File: config.mk
export PLATFORM = sky130hd
export DESIGN_NAME = ptcc_crop
export DESIGN_NICKNAME = d
export VERILOG_FILES = /design/src/ptcc_pkg.sv /design/src/ptcc_crop.sv
export SDC_FILE = /design/constraint.sdc
export NUM_CORES = 1
export LEC_CHECK = 0
export BUFFER_PORTS_ARGS = -buffer_cell sky130_fd_sc_hd__buf_2
export CORE_AREA = 4 4 53 55
export DETAILED_ROUTE_END_ITERATION = 7
export DIE_AREA = 0 0 57 59
export PLACE_DENSITY = 0.82
export SETUP_SLACK_MARGIN = 0.2
export SYNTH_ARGS = -nofsm -noshare
export SYNTH_HDL_FRONTEND = slang
export SYNTH_SLANG_ARGS = --single-unit
File: constraint.sdc
create_clock -name vclk -period 4
set_clock_uncertainty 0.05 [all_clocks]
set_input_delay 1.2 -clock vclk [all_inputs]
set_output_delay 1.2 -clock vclk [all_outputs]
set_load 0.05 [all_outputs]
File: src/ptcc_pkg.sv
// shared types and constants of the point transform, crop and colorize block
// no dependencies

package ptcc_pkg;

  // matrix entry format, signed q2.16
  localparam int MAT_BITS = 18;
  localparam int MAT_FRAC = 16;
  localparam int ROW_W    = 3 * MAT_BITS;

  // configuration register indexes
  localparam int CFG_IDX_W = 3;

  typedef enum logic [CFG_IDX_W-1:0] {
    REG_ROT_ROW0 = 3'd0,
    REG_ROT_ROW1 = 3'd1,
    REG_ROT_ROW2 = 3'd2,
    REG_SHIFT_XY = 3'd3,
    REG_SHIFT_Z  = 3'd4
  } cfg_reg_t;

  // identity matrix rows after reset
  localparam logic [ROW_W-1:0] ROT_ROW0_RST = ROW_W'(1) << MAT_FRAC;
  localparam logic [ROW_W-1:0] ROT_ROW1_RST = ROW_W'(1) << (MAT_FRAC + MAT_BITS);
  localparam logic [ROW_W-1:0] ROT_ROW2_RST = ROW_W'(1) << (MAT_FRAC + 2 * MAT_BITS);

  typedef struct packed {
    logic [7:0] red;
    logic [7:0] green;
    logic [7:0] blue;
  } rgb_t;

  localparam logic [7:0] LVL_OFF  = 8'd0;
  localparam logic [7:0] LVL_HALF = 8'd125;
  localparam logic [7:0] LVL_FULL = 8'd255;

  localparam rgb_t CLR_BLUE    = '{red: LVL_OFF,  green: LVL_OFF,  blue: LVL_FULL};
  localparam rgb_t CLR_GREEN   = '{red: LVL_OFF,  green: LVL_FULL, blue: LVL_OFF};
  localparam rgb_t CLR_RED     = '{red: LVL_FULL, green: LVL_OFF,  blue: LVL_OFF};
  localparam rgb_t CLR_CYAN    = '{red: LVL_OFF,  green: LVL_FULL, blue: LVL_FULL};
  localparam rgb_t CLR_YELLOW  = '{red: LVL_FULL, green: LVL_FULL, blue: LVL_OFF};
  localparam rgb_t CLR_MAGENTA = '{red: LVL_FULL, green: LVL_OFF,  blue: LVL_FULL};
  localparam rgb_t CLR_BLACK   = '{red: LVL_OFF,  green: LVL_OFF,  blue: LVL_OFF};
  localparam rgb_t CLR_GREY    = '{red: LVL_HALF, green: LVL_HALF, blue: LVL_HALF};
  localparam rgb_t CLR_WHITE   = '{red: LVL_FULL, green: LVL_FULL, blue: LVL_FULL};

endpackage

File: src/ptcc_crop.sv
// crop box test on x and z and height band color from y
// depends on ptcc_pkg

module ptcc_crop #(
  parameter int COORD_WIDTH = 24,
  parameter int FRAC_BITS   = 16
) (
  input  logic signed [COORD_WIDTH-1:0] pos_x,
  input  logic signed [COORD_WIDTH-1:0] pos_y,
  input  logic signed [COORD_WIDTH-1:0] pos_z,
  output logic                          keep,
  output ptcc_pkg::rgb_t                color
);
  import ptcc_pkg::*;

  // bounds in milli-units, v*1000 compared against k*2^frac
  localparam longint U    = longint'(1) << FRAC_BITS;
  localparam longint C300 = (300 * U + 999) / 1000;
  localparam longint F150 = (150 * U) / 1000;
  localparam longint F5   = (5 * U) / 1000;
  localparam longint F10  = (10 * U) / 1000;
  localparam longint F15  = (15 * U) / 1000;
  localparam longint F20  = (20 * U) / 1000;
  localparam longint F30  = (30 * U) / 1000;
  localparam longint C5   = (5 * U + 999) / 1000;
  localparam longint C10  = (10 * U + 999) / 1000;

  localparam int CMP_W = (COORD_WIDTH > 20 ? COORD_WIDTH : 20) + 1;

  localparam logic signed [CMP_W-1:0] LIM_HI   = CMP_W'(C300);
  localparam logic signed [CMP_W-1:0] LIM_LO   = CMP_W'(-C300);
  localparam logic signed [CMP_W-1:0] LIM_ZLO  = CMP_W'(F150);
  localparam logic signed [CMP_W-1:0] BND_N5   = CMP_W'(-F5);
  localparam logic signed [CMP_W-1:0] BND_N10  = CMP_W'(-F10);
  localparam logic signed [CMP_W-1:0] BND_N15  = CMP_W'(-F15);
  localparam logic signed [CMP_W-1:0] BND_N20  = CMP_W'(-F20);
  localparam logic signed [CMP_W-1:0] BND_N30  = CMP_W'(-F30);
  localparam logic signed [CMP_W-1:0] BND_P5   = CMP_W'(C5);
  localparam logic signed [CMP_W-1:0] BND_P10  = CMP_W'(C10);
  localparam logic signed [CMP_W-1:0] ZERO     = '0;

  logic signed [CMP_W-1:0] xw;
  logic signed [CMP_W-1:0] yw;
  logic signed [CMP_W-1:0] zw;

  assign xw = {{(CMP_W-COORD_WIDTH){pos_x[COORD_WIDTH-1]}}, pos_x};
  assign yw = {{(CMP_W-COORD_WIDTH){pos_y[COORD_WIDTH-1]}}, pos_y};
  assign zw = {{(CMP_W-COORD_WIDTH){pos_z[COORD_WIDTH-1]}}, pos_z};

  assign keep = (zw < LIM_HI) && (zw > LIM_ZLO) && (xw < LIM_HI) && (xw > LIM_LO);

  always_comb begin
    if (yw > ZERO) begin
      if (yw < BND_P5) begin
        color = CLR_BLACK;
      end else if (yw < BND_P10) begin
        color = CLR_GREY;
      end else begin
        color = CLR_WHITE;
      end
    end else if (yw >= BND_N5) begin
      color = CLR_BLUE;
    end else if (yw >= BND_N10) begin
      color = CLR_GREEN;
    end else if (yw >= BND_N15) begin
      color = CLR_RED;
    end else if (yw >= BND_N20) begin
      color = CLR_CYAN;
    end else if (yw >= BND_N30) begin
      color = CLR_YELLOW;
    end else begin
      color = CLR_MAGENTA;
    end
  end

endmodule

==> flow_summary_export.csv, run 1 <==
group,metric,value,unit
status,status,"complete, no violations",
drt,vias,1332,
synth,yosysWarnings,0,
min_path,hold_path.class,"primary input to primary output",
final_layout,seq_cell_count,0,
synth,synth_nets,194,
place,port_buffers,97,
synth,postSynthAreaPerCell,6.400,µm²
job,maxCapViolations,0,
place,gp_congestion,0.8650,
floorplan,die_w,57,µm
worst_setup_path,crit_type,"primary input to primary output",
grt,antenna_found_initial,0,
place,dp_cells,232,
floorplan,initial_core_util,0.3270,
floorplan,io_pins,97,
final_layout,final_common_cell,"buf_2",
grt,grt_max_degree,10,
grt,grt_pass1_wl,5112,µm
floorplan,core,2387,µm²
floorplan,row_count,18,
worst_setup_path,cp_max_fo,6,
drt,dr.pass1.iters,4,
worst_setup_path,cp.required,2.75,ns
synth,syn_area,780.7,µm²
grt,overflow,0,
drt,drtAntennaViolNets,0,
worst_setup_path,end_kind,"primary output",
worst_setup_path,worstPathArrival,2.70,ns
drt,viasPerCell,5.597,
grt,grt_usage,0.1791,
worst_setup_path,startpoint_type,"primary input",
pwr,p_leak,0.7267,nW
final_layout,layout-drive-gt1-share,0.6298,
drt,drt-initial-drc-count,21,
final_layout,diodes,0,
place,dpl.hpwl,2536,µm
timing,worstMarginPinSlew,0.4004,ns
timing,layout_min_cycle_time,3.955,ns
timing,period_share,0.9887,
final_layout,fin_nets,282,
final_layout,final_cells,238,
floorplan,die-area,3363,µm²
synth,synth_top_area_cell,"buf_4",
grt,grt_pass1_vias,1289,
timing,maxSlewHeadroom,0.7302,
timing,clock.fmax,252.9,MHz
drt,wire_per_inst,14.58,µm
synth,synth.distinct_cells,37,
synth,synth_top_area_share,0.1731,
pwr,cellPowerDensity,116.2,nW/µm²
synth,ys_top_cells_by_area,"buf_4 (17%), nand4_1 (8.8%), nor4_1 (8.0%), o21ai_0 (5.8%), o211ai_1 (5.8%)",
pwr,irDropWorstVdd,0.08503,mV
drt,drc_errors,0,
synth,ys_seq_area_frac,0,
final_layout,final_core_util,0.6892,
final_layout,final_cell_mix,"buf_2 (58), buf_6 (31), nand4_1 (11), buf_4 (11)",
timing,rsz0062_at_grt,"true",
final_layout,seq_area,0,µm²
floorplan,die_h,59,µm
drt,drt-total-wl,3471,µm
timing,setup_violations,0,
final_layout,syn_to_final_growth,110.7,%
timing,slew_viol_final,0,
timing,finalHoldViolations,0,
synth,syn-instance-count,122,
final_layout,nClkBuffers,0,
final_layout,fill_cells,189,
-- cell type report --
class	instances	area (µm²)	share of cell area
inverters	1	3.754	0.002281
multi-input cells	99	762.0	0.4631
well taps	30	37.54	0.02281
repair buffers	108	842.1	0.5118
-- cells by family (layout without fill, tap and decap cells) --
kind of cell	count (synthesis)	after routing	share of synthesized area
AOI/OAI and AO/OA	35	35	0.3141
buffers and inverters	23	109	0.2195
and+or+nand+nor	64	64	0.4664
-- worst paths after layout --
| path | startpoint | to | slack [ns] | depth (start not counted) |
|---|---|---|---|---|
| setup / recovery | pos_y[22] | color[3] | 0.05 | 9 |
| hold / removal | pos_z[22] | keep | 2.75 | 5 |
-- report_power, final --
part / total, mW / switching [mW] / internal, mW
Clock: 0 / 0 / 0
Combinational: 0.191 / 0.107 / 0.0844
Sequential: 0 / 0 / 0
-- per-stage QoR --
stage	setup slack (ns)	cell area, µm²	TNS [ns]	power (mW)	hold slack, ns
2_1_floorplan	0.05770	940.9	0	0.1072	2.554
3_3_place_gp	0.07084	1262	0	0.1484	2.803
3_5_place_dp	0.03637	1262	0	0.1497	2.804
4_1_cts	0.09227	1498	0	0.1747	2.750
5_1_grt	-0.04303	1645	-0.2944	0.2035	2.782
6_report	0.04514	1645	0	0.1911	2.747
-- layer usage --
| layer | global-route usage | share of wire | up-vias |
|---|---|---|---|
| li1 | - | - | 644 |
| met1 | 0.2110 | 0.35 | 601 |
| met2 | 0.3556 | 0.55 | 81 |
| met3 | 0.01525 | 0.090 | 6 |
| met4 | 0.02649 | 0.015 | 0 |
| met5 | 0 | 0 | - |
-- critical path, stage by stage --
cell,delay [ns]
buf_6,0.08
nand4_1,0.14
nor3_2,0.28
buf_4,0.17
nand4_1,0.15
o211ai_1,0.15
buf_4,0.18
nand3_4,0.16
buf_8,0.20
-- synthesized netlist by cell type (2+ instances only) --
master / number
a21o_2: 2
a21oi_1: 6
and2b_1: 2
and4_1: 2
buf_4: 18
buf_6: 2
nand2_1: 9
nand3_1: 7
nand4_1: 11
nor2_1: 10
nor3_1: 4
nor4_1: 10
o211ai_1: 6
o21ai_0: 9
o31a_1: 2
-- repair_timing --
item,CTS,global route
hold buffers,0,0
endpoints found under the setup margin,25,25
pin swaps,10,17
buffers inserted,3,3
resized for setup,57,28
(Power assumes the default switching activity.)
==> inputs of run 2 (changes only) <==
--- a/config.mk
+++ b/config.mk
@@ -10,6 +10,7 @@
 export DETAILED_ROUTE_END_ITERATION = 7
 export DIE_AREA = 0 0 57 59
 export PLACE_DENSITY = 0.82
+export RECOVER_POWER = 50
 export SETUP_SLACK_MARGIN = 0.2
 export SYNTH_ARGS = -nofsm -noshare
 export SYNTH_HDL_FRONTEND = slang
==> flow_summary_export.csv, run 2 (same netlist as run 1, synthesis figures left out) <==
group,metric,value,unit
timing,layout_min_cycle_time,3.956,ns
timing,period_share,0.9890,
drt,viasPerCell,5.592,
drt,drt-initial-drc-count,21,
floorplan,die_h,59,µm
timing,setup_violations,0,
pwr,switching_share,0.5618,
pwr,power_frac_clock,0,
pwr,pwr-share-seq,0,
floorplan,core,2387,µm²
final_layout,fin_nets,282,
worst_setup_path,worstPathArrival,2.71,ns
timing,slew_viol_final,0,
worst_setup_path,cp.required,2.75,ns
drt,drc_errors,0,
pwr,irDropWorstVdd,0.07992,mV
worst_setup_path,end_kind,"primary output",
drt,wire_per_inst,14.61,µm
timing,rsz0062_at_grt,"true",
grt,grt_max_degree,10,
final_layout,nClkBuffers,0,
min_path,whs_path_depth,5,
timing,worstMarginPinSlew,0.3893,ns
floorplan,die-area,3363,µm²
floorplan,row_count,18,
floorplan,die_w,57,µm
floorplan,initial_core_util,0.3270,
place,gp_congestion,0.8650,
worst_setup_path,cp_max_fo,6,
timing,clock.fmax,252.8,MHz
grt,grt_pass1_wl,5112,µm
drt,drtAntennaViolNets,0,
final_layout,syn_to_final_growth,108.3,%
floorplan,io_pins,97,
timing,finalHoldViolations,0,
place,port_buffers,97,
min_path,hold_path.class,"primary input to primary output",
final_layout,seq_cell_count,0,
drt,vias,1331,
final_layout,final_common_cell,"buf_2",
grt,grt_pass1_vias,1289,
drt,dr.pass1.iters,4,
job,maxCapViolations,0,
grt,grt_usage,0.1791,
final_layout,layout-drive-gt1-share,0.6298,
pwr,internal_power,0.08310,mW
min_path,min_from,"pos_z[22]",
worst_setup_path,startpoint_type,"primary input",
drt,drt-total-wl,3476,µm
pwr,power_switching,0.1065,mW
pwr,p_leak,0.7214,nW
final_layout,seq_area,0,µm²
place,dpl.hpwl,2536,µm
worst_setup_path,crit_type,"primary input to primary output",
final_layout,final_cell_mix,"buf_2 (58), buf_6 (28), nand4_1 (11), buf_4 (11)",
grt,antenna_found_initial,0,
final_layout,diodes,0,
pwr,comb_power_share,1.000,
timing,tns,0,ns
timing,maxSlewHeadroom,0.7377,
worst_setup_path,startpoint,"pos_y[22]",
pwr,cellPowerDensity,116.6,nW/µm²
pwr,total_power,0.1896,mW
status,status,"complete, no violations",
grt,overflow,0,
## run 2: stage by stage
stage	util	cell area, µm²	worst slack [ns]	hold slack (ns)	instances
after CTS	0.6274	1498	0.09227	2.750	235
final	0.6813	1627	0.04391	2.827	238
after floorplan	-	940.9	0.05770	2.554	122
after global placement	0.5288	1262	0.07084	2.803	232
after global routing	0.6813	1627	-0.04303	2.864	238
after detailed placement	0.5288	1262	0.03637	2.804	232
## run 2: cell type report
type                            instances  area (µm²)
Fill cell                             192       760.7
Inverter                                1       3.754
Multi-Input combinational cell         99       762.0
Tap cell                               30       37.54
Timing Repair Buffer                  108       823.3
## run 2: critical path, cell delays in order
cell      delay, ns
buf_6          0.08
nand4_1        0.14
nor3_2         0.28
buf_4          0.17
nand4_1        0.15
o211ai_1       0.15
buf_4          0.18
nand3_4        0.16
buf_8          0.20
## run 2: power by group through the flow
stage	Combinational (mW)	Sequential [mW]	Clock, mW
floorplan	0.107	0	0
detailed placement	0.150	0	0
CTS	0.175	0	0
global route	0.202	0	0
global placement	0.148	0	0
finish	0.190	0	0
## run 2: final timing paths
kind                        to  slack (ns)
worst max-delay path  color[3]        0.04
worst min-delay path      keep        2.83
## run 2: repair_timing
action	in CTS	in global routing
buffers inserted	3	3
pin swaps	10	17
cloned	0	0
endpoints found under the setup margin	25	25
endpoints found under the hold margin	0	0
hold buffers	0	0
gates resized for setup	57	28
## run 2: metal layers
metal / up-vias / global-route usage / wire, µm
met5: - / 0 / 0
met2: 75 / 0.3556 / 1902
met1: 607 / 0.2110 / 1214
met4: 0 / 0.02649 / 43
li1: 645 / - / -
met3: 4 / 0.01525 / 316
