<file path="config.mk">
export PLATFORM = sky130hd
export DESIGN_NAME = ptcc_acc
export DESIGN_NICKNAME = d
export VERILOG_FILES = /design/src/ptcc_pkg.sv /design/src/ptcc_acc.sv
export SDC_FILE = /design/constraint.sdc
export NUM_CORES = 1
export LEC_CHECK = 0
export BUFFER_PORTS_ARGS = -buffer_cell sky130_fd_sc_hd__buf_2
export CAP_MARGIN = 25
export CELL_PAD_IN_SITES_DETAIL_PLACEMENT = 1
export CELL_PAD_IN_SITES_GLOBAL_PLACEMENT = 1
export CORE_MARGIN = 4
export CORE_UTILIZATION = 41
export CTS_CLUSTER_DIAMETER = 200
export CTS_CLUSTER_SIZE = 24
export DETAILED_ROUTE_END_ITERATION = 12
export GPL_ROUTABILITY_DRIVEN = 0
export GPL_TIMING_DRIVEN = 0
export PLACE_DENSITY_LB_ADDON = 0.1
export SLEW_MARGIN = 0
export SYNTH_ARGS = -nofsm -noshare
export SYNTH_HDL_FRONTEND = slang
export SYNTH_SLANG_ARGS = --single-unit
</file>
<file path="constraint.sdc">
create_clock -name clk -period 9.4 [get_ports clk]
set_input_delay 0 -clock clk [delete_from_list [all_inputs] [get_ports clk]]
set_output_delay 0 -clock clk [all_outputs]
set_load 0.005 [all_outputs]
</file>
<file path="src/ptcc_pkg.sv">
// shared types and constants of the point transform, crop and colorize block
// no dependencies

package ptcc_pkg;

  // matrix entry format, signed q2.16
  localparam int MAT_BITS = 18;
  localparam int MAT_FRAC = 16;
  localparam int ROW_W    = 3 * MAT_BITS;

  // configuration register indexes
  localparam int CFG_IDX_W = 3;

  typedef enum logic [CFG_IDX_W-1:0] {
    REG_ROT_ROW0 = 3'd0,
    REG_ROT_ROW1 = 3'd1,
    REG_ROT_ROW2 = 3'd2,
    REG_SHIFT_XY = 3'd3,
    REG_SHIFT_Z  = 3'd4
  } cfg_reg_t;

  // identity matrix rows after reset
  localparam logic [ROW_W-1:0] ROT_ROW0_RST = ROW_W'(1) << MAT_FRAC;
  localparam logic [ROW_W-1:0] ROT_ROW1_RST = ROW_W'(1) << (MAT_FRAC + MAT_BITS);
  localparam logic [ROW_W-1:0] ROT_ROW2_RST = ROW_W'(1) << (MAT_FRAC + 2 * MAT_BITS);

  typedef struct packed {
    logic [7:0] red;
    logic [7:0] green;
    logic [7:0] blue;
  } rgb_t;

  localparam logic [7:0] LVL_OFF  = 8'd0;
  localparam logic [7:0] LVL_HALF = 8'd125;
  localparam logic [7:0] LVL_FULL = 8'd255;

  localparam rgb_t CLR_BLUE    = '{red: LVL_OFF,  green: LVL_OFF,  blue: LVL_FULL};
  localparam rgb_t CLR_GREEN   = '{red: LVL_OFF,  green: LVL_FULL, blue: LVL_OFF};
  localparam rgb_t CLR_RED     = '{red: LVL_FULL, green: LVL_OFF,  blue: LVL_OFF};
  localparam rgb_t CLR_CYAN    = '{red: LVL_OFF,  green: LVL_FULL, blue: LVL_FULL};
  localparam rgb_t CLR_YELLOW  = '{red: LVL_FULL, green: LVL_FULL, blue: LVL_OFF};
  localparam rgb_t CLR_MAGENTA = '{red: LVL_FULL, green: LVL_OFF,  blue: LVL_FULL};
  localparam rgb_t CLR_BLACK   = '{red: LVL_OFF,  green: LVL_OFF,  blue: LVL_OFF};
  localparam rgb_t CLR_GREY    = '{red: LVL_HALF, green: LVL_HALF, blue: LVL_HALF};
  localparam rgb_t CLR_WHITE   = '{red: LVL_FULL, green: LVL_FULL, blue: LVL_FULL};

endpackage

</file>
<file path="src/ptcc_acc.sv">
// sum stage: row sums plus translation, floor to point format, saturation
// depends on ptcc_pkg

module ptcc_acc #(
  parameter int COORD_WIDTH = 24
) (
  input  logic                                             clk,
  input  logic                                             en,
  input  logic signed [ptcc_pkg::MAT_BITS+COORD_WIDTH-1:0] prod [3][3],
  input  logic signed [COORD_WIDTH-1:0]                    trans [3],
  output logic signed [COORD_WIDTH-1:0]                    pos [3]
);
  import ptcc_pkg::*;

  localparam int PROD_W = MAT_BITS + COORD_WIDTH;
  localparam int ACC_W  = PROD_W + 2;

  localparam logic signed [ACC_W-1:0] MAXV =
    {{(ACC_W-COORD_WIDTH+1){1'b0}}, {(COORD_WIDTH-1){1'b1}}};
  localparam logic signed [ACC_W-1:0] MINV = ~MAXV;

  for (genvar r = 0; r < 3; r++) begin : g_row
    logic signed [ACC_W-1:0]       sum;
    logic signed [ACC_W-1:0]       tsh;
    logic signed [ACC_W-1:0]       flr;
    logic signed [COORD_WIDTH-1:0] sat;

    assign tsh = {{(ACC_W-COORD_WIDTH-MAT_FRAC){trans[r][COORD_WIDTH-1]}},
                  trans[r], {MAT_FRAC{1'b0}}};
    assign sum = ACC_W'(prod[r][0]) + ACC_W'(prod[r][1]) + ACC_W'(prod[r][2]) + tsh;
    // arithmetic shift rounds toward minus infinity
    assign flr = sum >>> MAT_FRAC;

    always_comb begin
      if (flr > MAXV) begin
        sat = MAXV[COORD_WIDTH-1:0];
      end else if (flr < MINV) begin
        sat = MINV[COORD_WIDTH-1:0];
      end else begin
        sat = flr[COORD_WIDTH-1:0];
      end
    end

    always_ff @(posedge clk) begin
      if (en) begin
        pos[r] <= sat;
      end
    end
  end

endmodule

</file>
==> qor.yml, run 1 <==
die:
  rows: 71
  boundaryPins: 524
  dieHeight_um: 202.9
  core-area_um2: 37580
  initial_core_util_pct: 41.46
  dieArea_um2: 41190
  die_w_um: 202.9
placement:
  io_buffers: 523
  placed_cell_area_um2: 18870
  dp_hpwl_um: 44260
finish:
  largest_reg_flops: 72
  nets: 3216
  drive_above_1_share_pct: 24.93
  regMostFlops: "pos"
  num-fill-cells: 4727
  ff_latch_area_um2: 2162
  fin_area_um2: 19210
  syn_to_final_growth_pct: 23.27
  top_regs: "pos: 72 flops"
  multi_input_area_um2: 10650
sta:
  hold_violations: 0
  rsz0062_at_grt: "false"
  slew_headroom_pct: 47.13
  period_minus_slack_ps: 4150
  slew_violations: 0
  max_freq_mhz: 241.0
  min_period_over_period_pct: 44.15
  finalSetupTns_ps: 0
  setup_viol: 0
  worst_pin_slew_ps: 784.7
clock_tree:
  path_clk_slew_ps: 60
  post_cts_buffers: 0
  h-tree-depth: 3
  cts.path.max_buffers: 2
  numCtsBuffers: 9
  cts_tree: "built"
  post_cts_resized: 0
  cts_root_buf: "clkbuf_16"
  cts.sinks: 72
  hold_buffers: 0
synth:
  synth_area_leader_cell: "fa_1"
  synth-edff-count: 72
  async_flop_share_pct: 0
  syn_nets: 2681
  synthCells: 1860
  postSynthAreaPerCell_um2: 8.377
  yosysSeqAreaShare_pct: 13.88
  synth.most_common_cell: "inv_1"
  synthesis.area_um2: 15580
  synthFlopType: "edfxtp_1"
  synth_cell_types: 75
  synth_top_area_share_pct: 26.21
  yosysWarnings: 0
  synthTopCellsByArea: "fa_1 (26%), inv_1 (16%), edfxtp_1 (14%)"
  synthTopCellsByCount: "inv_1 (676), fa_1 (204), ha_1 (165)"
  ys_ff_latch: 72
global_route:
  overflow: 0
  grt_pass1_vias: 15550
  grt_pass1_wl_um: 77520
  grt_max_degree: 48
  track_usage_pct: 23.42
  grt_antenna_before_repair: 3
setup_path:
  worstPathArrival_ps: 4240
  critPathMaxStageDelay_ps: 520
  worstSetupEndpointType: "flop"
  worstPathMaxFanout: 10
  critPathSlowestCell: "fa_1"
  critPathRequiredTime_ps: 9490
  path_cells: "buf_2, inv_1, fa_1, fa_1, inv_1, ha_1, clkbuf_1, nand4_1, or2_1, nor4_1, nor3_2, o31ai_2, a31oi_1, xnor2_1, o31ai_2, buf_2, o21ai_1"
  crit_type: "input pin to flop"
  start_kind: "input pin"
drt:
  drt_pass1_iterations: 4
  via_per_inst: 4.835
  wire_per_inst_um: 16.87
  vias: 14080
  drc: 0
  drt_wl_total_um: 49140
  drt_iter0_markers: 608
  antenna_left: 0
run:
  drv_cap: 0
hold_path:
  hp-class: "input pin to flop"
pwr:
  finalPower_mw: 4.152
  peakVddDrop_mv: 0.1037
  power-per-cell-area_nw_per_um2: 216.2
  leakagePower_nw: 11.36
run_status:
  outcome: "completed"
[final cells by class]
class                           instances  area share [%]
Antenna cell                            2         0.02606
Buffer                                 38           1.186
Clock buffer                            9           1.173
Clock inverter                          6          0.5667
Inverter                              676           13.21
Multi-Input combinational cell       1074           55.47
Sequential cell                        72           11.26
Tap cell                              511           3.329
Timing Repair Buffer                  524           13.78
[final timing paths]
kind / start / cells past startpoint / endpoint
worst max-delay path: prod[278] / 17 / pos[56]
worst min-delay path: en / 1 / pos[19]
[through the flow]
step | utilization (%) | hold slack, ps | std cells | worst slack (ps)
2_1_floorplan | - | 112.5 | 1860 | 5681
3_3_place_gp | 50.13 | 404.8 | 2894 | 4977
3_5_place_dp | 50.21 | 404.2 | 2895 | 4877
4_1_cts | 51.10 | 110.8 | 2910 | 5258
5_1_grt | 51.11 | 122.1 | 2912 | 4864
6_report | 51.11 | 116.4 | 2912 | 5250
[layer usage]
layer	part of all wire [%]	GRT usage, %
met1	40	27.99
met2	52	43.40
met3	5.9	4.552
met4	2.0	5.480
met5	0.014	0
[power by group]
group | switching (mW) | internal, mW | total (mW) | leakage [nW]
clock | 0.156 | 0.258 | 0.413 | 0.165
combinational | 1.76 | 1.29 | 3.05 | 10.5
sequential | 0.0406 | 0.647 | 0.687 | 0.709
[worst max-delay path, delay by kind of cell]
kind | cells | cell delay (ps)
fa+ha+maj | 3 | 1290
buf+inv | 5 | 730
compound gates | 4 | 980
simple gates | 4 | 1050
xor+xnor | 1 | 160
[kinds of logic (layout without fill, tap and decap cells)]
kind of cell	after synthesis	count (layout)	synth area share (%)
fa+ha+maj	369	369	39.46
buf+inv	714	1253	17.75
compound gates	399	399	17.01
flops	72	72	13.88
simple gates	223	223	7.243
other cells	0	2	0
xor+xnor	83	83	4.666
[placed cells by master, fill, tap and decap left out, types with 5 or more instances in the layout]
cell type	netlist	final
xor2_1	34	34
a21oi_1	111	111
edfxtp_1	72	72
o21bai_1	10	10
buf_2	13	535
and3_1	6	6
clkbuf_1	14	14
o211ai_1	10	10
o211a_1	5	5
a211oi_1	11	11
buf_6	6	6
ha_1	165	165
nor2_1	39	39
a21oi_2	5	5
clkbuf_16	0	9
a21o_1	102	102
a31oi_1	15	15
nand2b_1	5	5
nand2_1	68	68
inv_1	676	676
nand3_1	17	17
o21a_1	7	7
xnor2_1	49	49
nor3_1	13	13
or2_2	5	5
o21ai_0	51	51
nand4_1	34	34
fa_1	204	204
o21ai_1	25	25
and4_1	5	5
(Power assumes the default switching activity.)
==> run 2, diff against run 1 <==
--- a/config.mk
+++ b/config.mk
@@ -10,7 +10,7 @@
 export CELL_PAD_IN_SITES_DETAIL_PLACEMENT = 1
 export CELL_PAD_IN_SITES_GLOBAL_PLACEMENT = 1
 export CORE_MARGIN = 4
-export CORE_UTILIZATION = 41
+export CORE_UTILIZATION = 38
 export CTS_CLUSTER_DIAMETER = 200
 export CTS_CLUSTER_SIZE = 24
 export DETAILED_ROUTE_END_ITERATION = 12
==> constraint.sdc (replaced) <==
create_clock -name clk -period 3.85 [get_ports clk]
set_input_delay 0 -clock clk [delete_from_list [all_inputs] [get_ports clk]]
set_output_delay 0 -clock clk [all_outputs]
set_load 0.005 [all_outputs]
==> run 2 against run 1 <==
Against the previous run:
- clock power increased by 110%
- worst hold slack improved by 390 ps
- clock-buffer cell count unchanged
- highest routed layer is now met4
- core utilization decreased by 1.8 points
- largest power group unchanged
- combinational power increased to 2.6 times the previous value
- first-iteration DRC count decreased by 40%
- cell count increased by 0.93%
- via count increased by 0.12%
- sequential power increased by 150%
- sequential cell count unchanged
- design area increased by 3.0%
- critical endpoint is now pos[40]
- sequential share of layout area decreased by 0.32 points
==> qor.yml, run 2 (synthesis gave the netlist of run 1 again) <==
finish:
  drive_above_1_share_pct: 28.48  # +3.6 points
  syn_to_final_growth_pct: 26.93
  ff_latch_area_um2: 2162  # unchanged
  fin_cells: 2939  # +0.93%
  largest_reg_flops: 72  # unchanged
  multi_input_area_um2: 11090  # +4.1%
  fin_area_um2: 19780  # +3.0%
  nets: 3228  # +0.37%
  top_regs: "pos: 72 flops"
  regMostFlops: "pos"
  final_cell_mix: "inv_1 (674), buf_2 (526), fa_1 (203), ha_1 (148), a21o_1 (102)"
  final_common_cell: "inv_1"
  num-fill-cells: 5015  # +6.1%
sta:
  slew_headroom_pct: 68.89  # +22 points
  worst_pin_slew_ps: 461.8  # -322.9 ps
  slew_violations: 0  # unchanged
  hold_violations: 0  # unchanged
  period_minus_slack_ps: 3830
  max_freq_mhz: 261.1
  min_period_over_period_pct: 99.47
  setup_viol: 0  # unchanged
  hold_slack_ps: 506.5  # +390.1 ps
  rsz0062_at_grt: "true"
clock_tree:
  cts_tree: "built"
  cts.sinks: 72  # unchanged
  cts_root_buf: "clkbuf_16"
  h-tree-depth: 3  # unchanged
  cts.path.max_buffers: 2  # unchanged
  path_clk_slew_ps: 70  # about the same
  numCtsBuffers: 9  # unchanged
setup_path:
  critPathSlowestCell: "fa_2"
  critPathRequiredTime_ps: 3940  # -5550 ps
  path_cells: "buf_2, inv_1, fa_2, inv_1, fa_1, ha_4, a21oi_1, o21bai_1, a21oi_2, o211ai_4, a41oi_4, o21ai_4, buf_4, a221oi_4, xnor2_2, a41o_2, buf_6, a21o_1"
  critPathMostFrequentCell: "inv_1"
  worstPathArrival_ps: 3920  # -320 ps
  start_kind: "input pin"
  critPathMaxStageDelay_ps: 610  # +90 ps
  crit_type: "input pin to flop"
  worstSetupEndpointType: "flop"
  worstSetupStartpoint: "prod[142]"
  worstPathMaxFanout: 10  # unchanged
global_route:
  grt_pass1_wl_um: 77970  # +0.58%
  overflow: 0  # unchanged
  grt_max_degree: 68  # +42%
  grt_pass1_vias: 15590  # +0.24%
  track_usage_pct: 21.74  # -1.7 points
  grt_antenna_before_repair: 3  # unchanged
pwr:
  peakVddDrop_mv: 0.2682  # +160%
  leakagePower_nw: 11.48  # +1.1%
  power-per-cell-area_nw_per_um2: 532.0  # +150%
placement:
  io_buffers: 523  # unchanged
  placed_cell_area_um2: 18890  # about the same
  dp_hpwl_um: 44650  # +0.88%
  place_inst: 2909  # +0.48%
die:
  core-area_um2: 40100  # +6.7%
  boundaryPins: 524  # unchanged
  die_w_um: 210.5  # +3.7%
  dieArea_um2: 44310  # +7.6%
  dieHeight_um: 210.5  # +3.7%
  initial_core_util_pct: 38.86  # -2.6 points
  rows: 73  # +2.8%
run_status:
  outcome: "completed"
hold_path:
  min_from: "en"
  hp-class: "input pin to flop"
drt:
  drt_iter0_markers: 363  # -40%
  wire_per_inst_um: 17.03  # +0.91%
  via_per_inst: 4.797  # -0.80%
  vias: 14100  # +0.12%
  drt_wl_total_um: 50040  # +1.8%
  antenna_left: 0  # unchanged
  drc: 0  # unchanged
  drt_pass1_iterations: 5  # +1
run:
  drv_cap: 0  # unchanged
run 2: cell count changes in the layout (fill, tap and decap cells not counted), moves of 4 or more:
| cell | delta |
|---|---|
| a211oi_1 | -4 |
| a21oi_1 | -15 |
| a21oi_2 | +13 |
| buf_2 | -9 |
| buf_4 | +20 |
| clkbuf_1 | -9 |
| clkbuf_4 | +5 |
| ha_1 | -17 |
| ha_2 | +11 |
| ha_4 | +6 |
| o21ai_0 | -7 |
| o21ai_2 | +5 |
run 2: worst paths after layout:
path / endpoint / slack [ps] / cells past startpoint
min: pos[30] / 510 / 2
max: pos[40] / 20 / 18
run 2: repair_timing:
item,in CTS,in global routing
endpoints found under the hold margin,5,0
hold buffers,1,0
pin swaps,2,33
setup buffers,1,18
resized for setup,12,98
setup endpoints to repair,66,69
run 2: report_power, final:
part	total, mW	internal (mW)	switching (mW)
Combinational	7.97	3.49	4.49
Sequential	1.69	1.58	0.109
Clock	0.860	0.496	0.364
Total	10.5	5.56	4.96
run 2: worst max-delay path: cells and delay by family:
family	cells	cell delay, ps
AOI/OAI and AO/OA	9	1860
xor gates and xnor gates	1	140
adders and majority gates	3	1360
buffers and inverters	5	560
run 2: final cells by class:
cell class | instances | area share (%)
Antenna cell | 2 | 0.02531
Buffer | 30 | 1.177
Clock buffer | 9 | 1.139
Clock inverter | 7 | 0.3163
Inverter | 676 | 12.83
Multi-Input combinational cell | 1074 | 56.10
Sequential cell | 72 | 10.93
Tap cell | 525 | 3.322
Timing Repair Buffer | 544 | 14.16
run 2: per-layer routing:
layer	vias to the layer above	track usage [%]	wire length, um
li1	6872	-	-
met1	6825	25.57	19790
met2	343	41.23	26330
met3	57	3.125	2499
met4	0	5.924	1426
met5	-	0	0
run 2: metrics by stage:
| stage | setup TNS, ps | util [%] | power, mW | setup WS (ps) |
|---|---|---|---|---|
| after floorplan | 0 | - | 6.732 | 131.3 |
| after global placement | -35590 | 47.02 | 8.927 | -621.2 |
| after detailed placement | -36530 | 47.10 | 9.127 | -678.5 |
| after CTS | -4.565 | 48.00 | 10.11 | -4.565 |
| after global routing | -2261 | 49.32 | 11.55 | -97.47 |
| final | 0 | 49.32 | 10.52 | 20.47 |
==> run 3, diff against run 2 <==
--- a/config.mk
+++ b/config.mk
@@ -9,6 +9,7 @@
 export CAP_MARGIN = 25
 export CELL_PAD_IN_SITES_DETAIL_PLACEMENT = 1
 export CELL_PAD_IN_SITES_GLOBAL_PLACEMENT = 1
+export CORE_ASPECT_RATIO = 0.7
 export CORE_MARGIN = 4
 export CORE_UTILIZATION = 38
 export CTS_CLUSTER_DIAMETER = 200
==> run 3 against run 2 <==
Against the previous run:
- critical path depth fell by 1
- clock power grew 7.2%
- via count grew 1.3%
- routed wire length up 1.3%
- sequential cell count unchanged
- design area grew 1.1%
- core utilization grew 0.60 points
- maximum frequency grew 1.2%
- clock-buffer cell count is 1 higher
- die area increased by 0.12%
- sequential power hardly changed
- critical path type unchanged
- critical endpoint is now pos[35]
- largest cell class unchanged
- largest power group unchanged
==> qor.yml, run 3 (synthesis gave the netlist of run 1 again) <==
run_status:
  outcome: "completed"
drt:
  via_per_inst: 4.841  # +0.93%
  wire_per_inst_um: 17.19  # +0.99%
  drt_pass1_iterations: 5  # unchanged
  drc: 0  # unchanged
  drt_iter0_markers: 650  # +79%
  drt_wl_total_um: 50710  # +1.3%
  antenna_left: 0  # unchanged
  vias: 14280  # +1.3%
pwr:
  peakVddDrop_mv: 0.2643  # -1.5%
  power-per-cell-area_nw_per_um2: 552.5  # +3.8%
  leakagePower_nw: 11.55  # +0.61%
clock_tree:
  cts.path.max_buffers: 2  # unchanged
  path_clk_slew_ps: 70  # about the same
  hold_buffers: 0  # -1
  cts.sinks: 72  # unchanged
  cts_root_buf: "clkbuf_16"
  cts_tree: "built"
  h-tree-depth: 3  # unchanged
  numCtsBuffers: 9  # unchanged
sta:
  max_freq_mhz: 264.2  # +1.2%
  min_period_over_period_pct: 98.32  # -1.2 points
  setup_viol: 0  # unchanged
  worst_pin_slew_ps: 603.5  # +141.6 ps
  period_minus_slack_ps: 3785  # -44.35 ps
  slew_violations: 0  # unchanged
  slew_headroom_pct: 59.34  # -9.5 points
  setup_slack_ps: 64.83  # +44.35 ps
  hold_violations: 0  # unchanged
setup_path:
  crit_type: "input pin to flop"
  worstSetupEndpointType: "flop"
  worstPathArrival_ps: 3890  # -30 ps
  crit_buf_inv: 4  # -1
  critPathSlowestCell: "o41a_4"
  cp_top_family: "adder cells"
  worstPathMaxFanout: 6  # -4
  critPathRequiredTime_ps: 3950  # about the same
  start_kind: "input pin"
  critPathMaxStageDelay_ps: 550  # -60 ps
  path_cells: "buf_2, inv_1, fa_1, fa_1, inv_1, ha_2, nand4_1, or3_4, nand2b_1, a21oi_2, a211oi_2, o21bai_1, a31oi_2, xnor2_1, o41a_4, clkbuf_16, a21o_1"
hold_path:
  holdPathStages: 1  # -1
  min_to: "pos[43]"
  hp-class: "input pin to flop"
  min_from: "en"
die:
  dieHeight_um: 177.4  # -16%
  die_w_um: 250.0  # +19%
  boundaryPins: 524  # unchanged
  rows: 61  # -16%
  core-area_um2: 40070  # about the same
  initial_core_util_pct: 38.89  # about the same
  dieArea_um2: 44360  # +0.12%
finish:
  n_antenna_cell: 0  # -2
  final_common_cell: "inv_1"
  regMostFlops: "pos"
  num-fill-cells: 4952  # -1.3%
  syn_to_final_growth_pct: 28.37
  final_cell_mix: "inv_1 (673), buf_2 (527), fa_1 (202), ha_1 (141), a21o_1 (102)"
  largest_reg_flops: 72  # unchanged
  final_util_pct: 49.92  # +0.60 points
  top_regs: "pos: 72 flops"
  nets: 3231  # +0.093%
  drive_above_1_share_pct: 29.58  # +1.1 points
run:
  drv_cap: 0  # unchanged
global_route:
  grt_pass1_wl_um: 79760  # +2.3%
  track_usage_pct: 22.13  # +0.40 points
  grt_max_degree: 56  # -18%
  overflow: 0  # unchanged
  grt_pass1_vias: 15450  # -0.92%
  grt_antenna_before_repair: 1  # -2
placement:
  io_buffers: 523  # unchanged
  preCtsSetupSlack_ps: -758.8  # -80.36 ps
  dp_hpwl_um: 45130  # +1.1%
[run 3: cell count changes in the layout (fill, tap and decap cells not counted), moves of 4 or more]
cell and change:
a21oi_1 -4, buf_4 +5, ha_1 -7, ha_2 +7, o21ai_0 -4
[run 3: worst max-delay path by stage]
| stage | from | end | slack [ps] | cells after the start |
|---|---|---|---|---|
| 6_report | prod[160] | pos[35] | 60 | 17 |
| 5_1_grt | prod[144] | pos[43] | -30 | 17 |
| 4_1_cts | prod[26] | pos[18] | 1 | 18 |
| 3_5_place_dp | prod[144] | pos[36] | -760 | 16 |
| 3_3_place_gp | prod[144] | pos[36] | -730 | 16 |
| 2_1_floorplan | prod[278] | pos[48] | 130 | 16 |
[run 3: through the flow]
stage | area, um^2 | TNS [ps] | power, mW | instances | hold WS (ps)
final | 20000 | 0 | 11.05 | 2949 | 77.62
after global routing | 20000 | -411.2 | 12.05 | 2949 | 70.89
after CTS | 19380 | 0 | 10.37 | 2939 | 65.90
after detailed placement | 18900 | -46570 | 9.171 | 2919 | 408.9
after global placement | 18870 | -44400 | 8.982 | 2918 | 410.7
after floorplan | 15580 | 0 | 6.732 | 1860 | 112.5
[run 3: power breakdown]
part	internal (mW)	switching, mW
combinational	3.72	4.72
sequential	1.58	0.108
clock	0.560	0.362
[run 3: cell type report]
| type | count | area (um^2) | area share (%) |
|---|---|---|---|
| well taps | 535 | 669.4 | 3.347 |
| repair buffers | 551 | 2875 | 14.38 |
| clock inverters | 5 | 72.57 | 0.3628 |
| multi-input cells | 1074 | 11230 | 56.17 |
| plain buffers | 26 | 221.5 | 1.107 |
| inverters | 676 | 2537 | 12.69 |
| clock buffers | 10 | 229.0 | 1.145 |
| flip-flops and latches | 72 | 2162 | 10.81 |
[run 3: timing repair]
item	CTS	global route
pin swaps	5	36
buffers inserted	6	18
setup endpoints to repair	69	69
endpoints found under the hold margin	0	0
gates cloned	0	3
gates resized for setup	29	118
[run 3: routing by layer]
layer	vias up	GRT usage (%)	wire length, um
li1	6887	-	-
met1	7055	29.51	22250
met2	298	39.51	25690
met3	35	2.959	2123
met4	2	3.396	626
met5	-	0	12
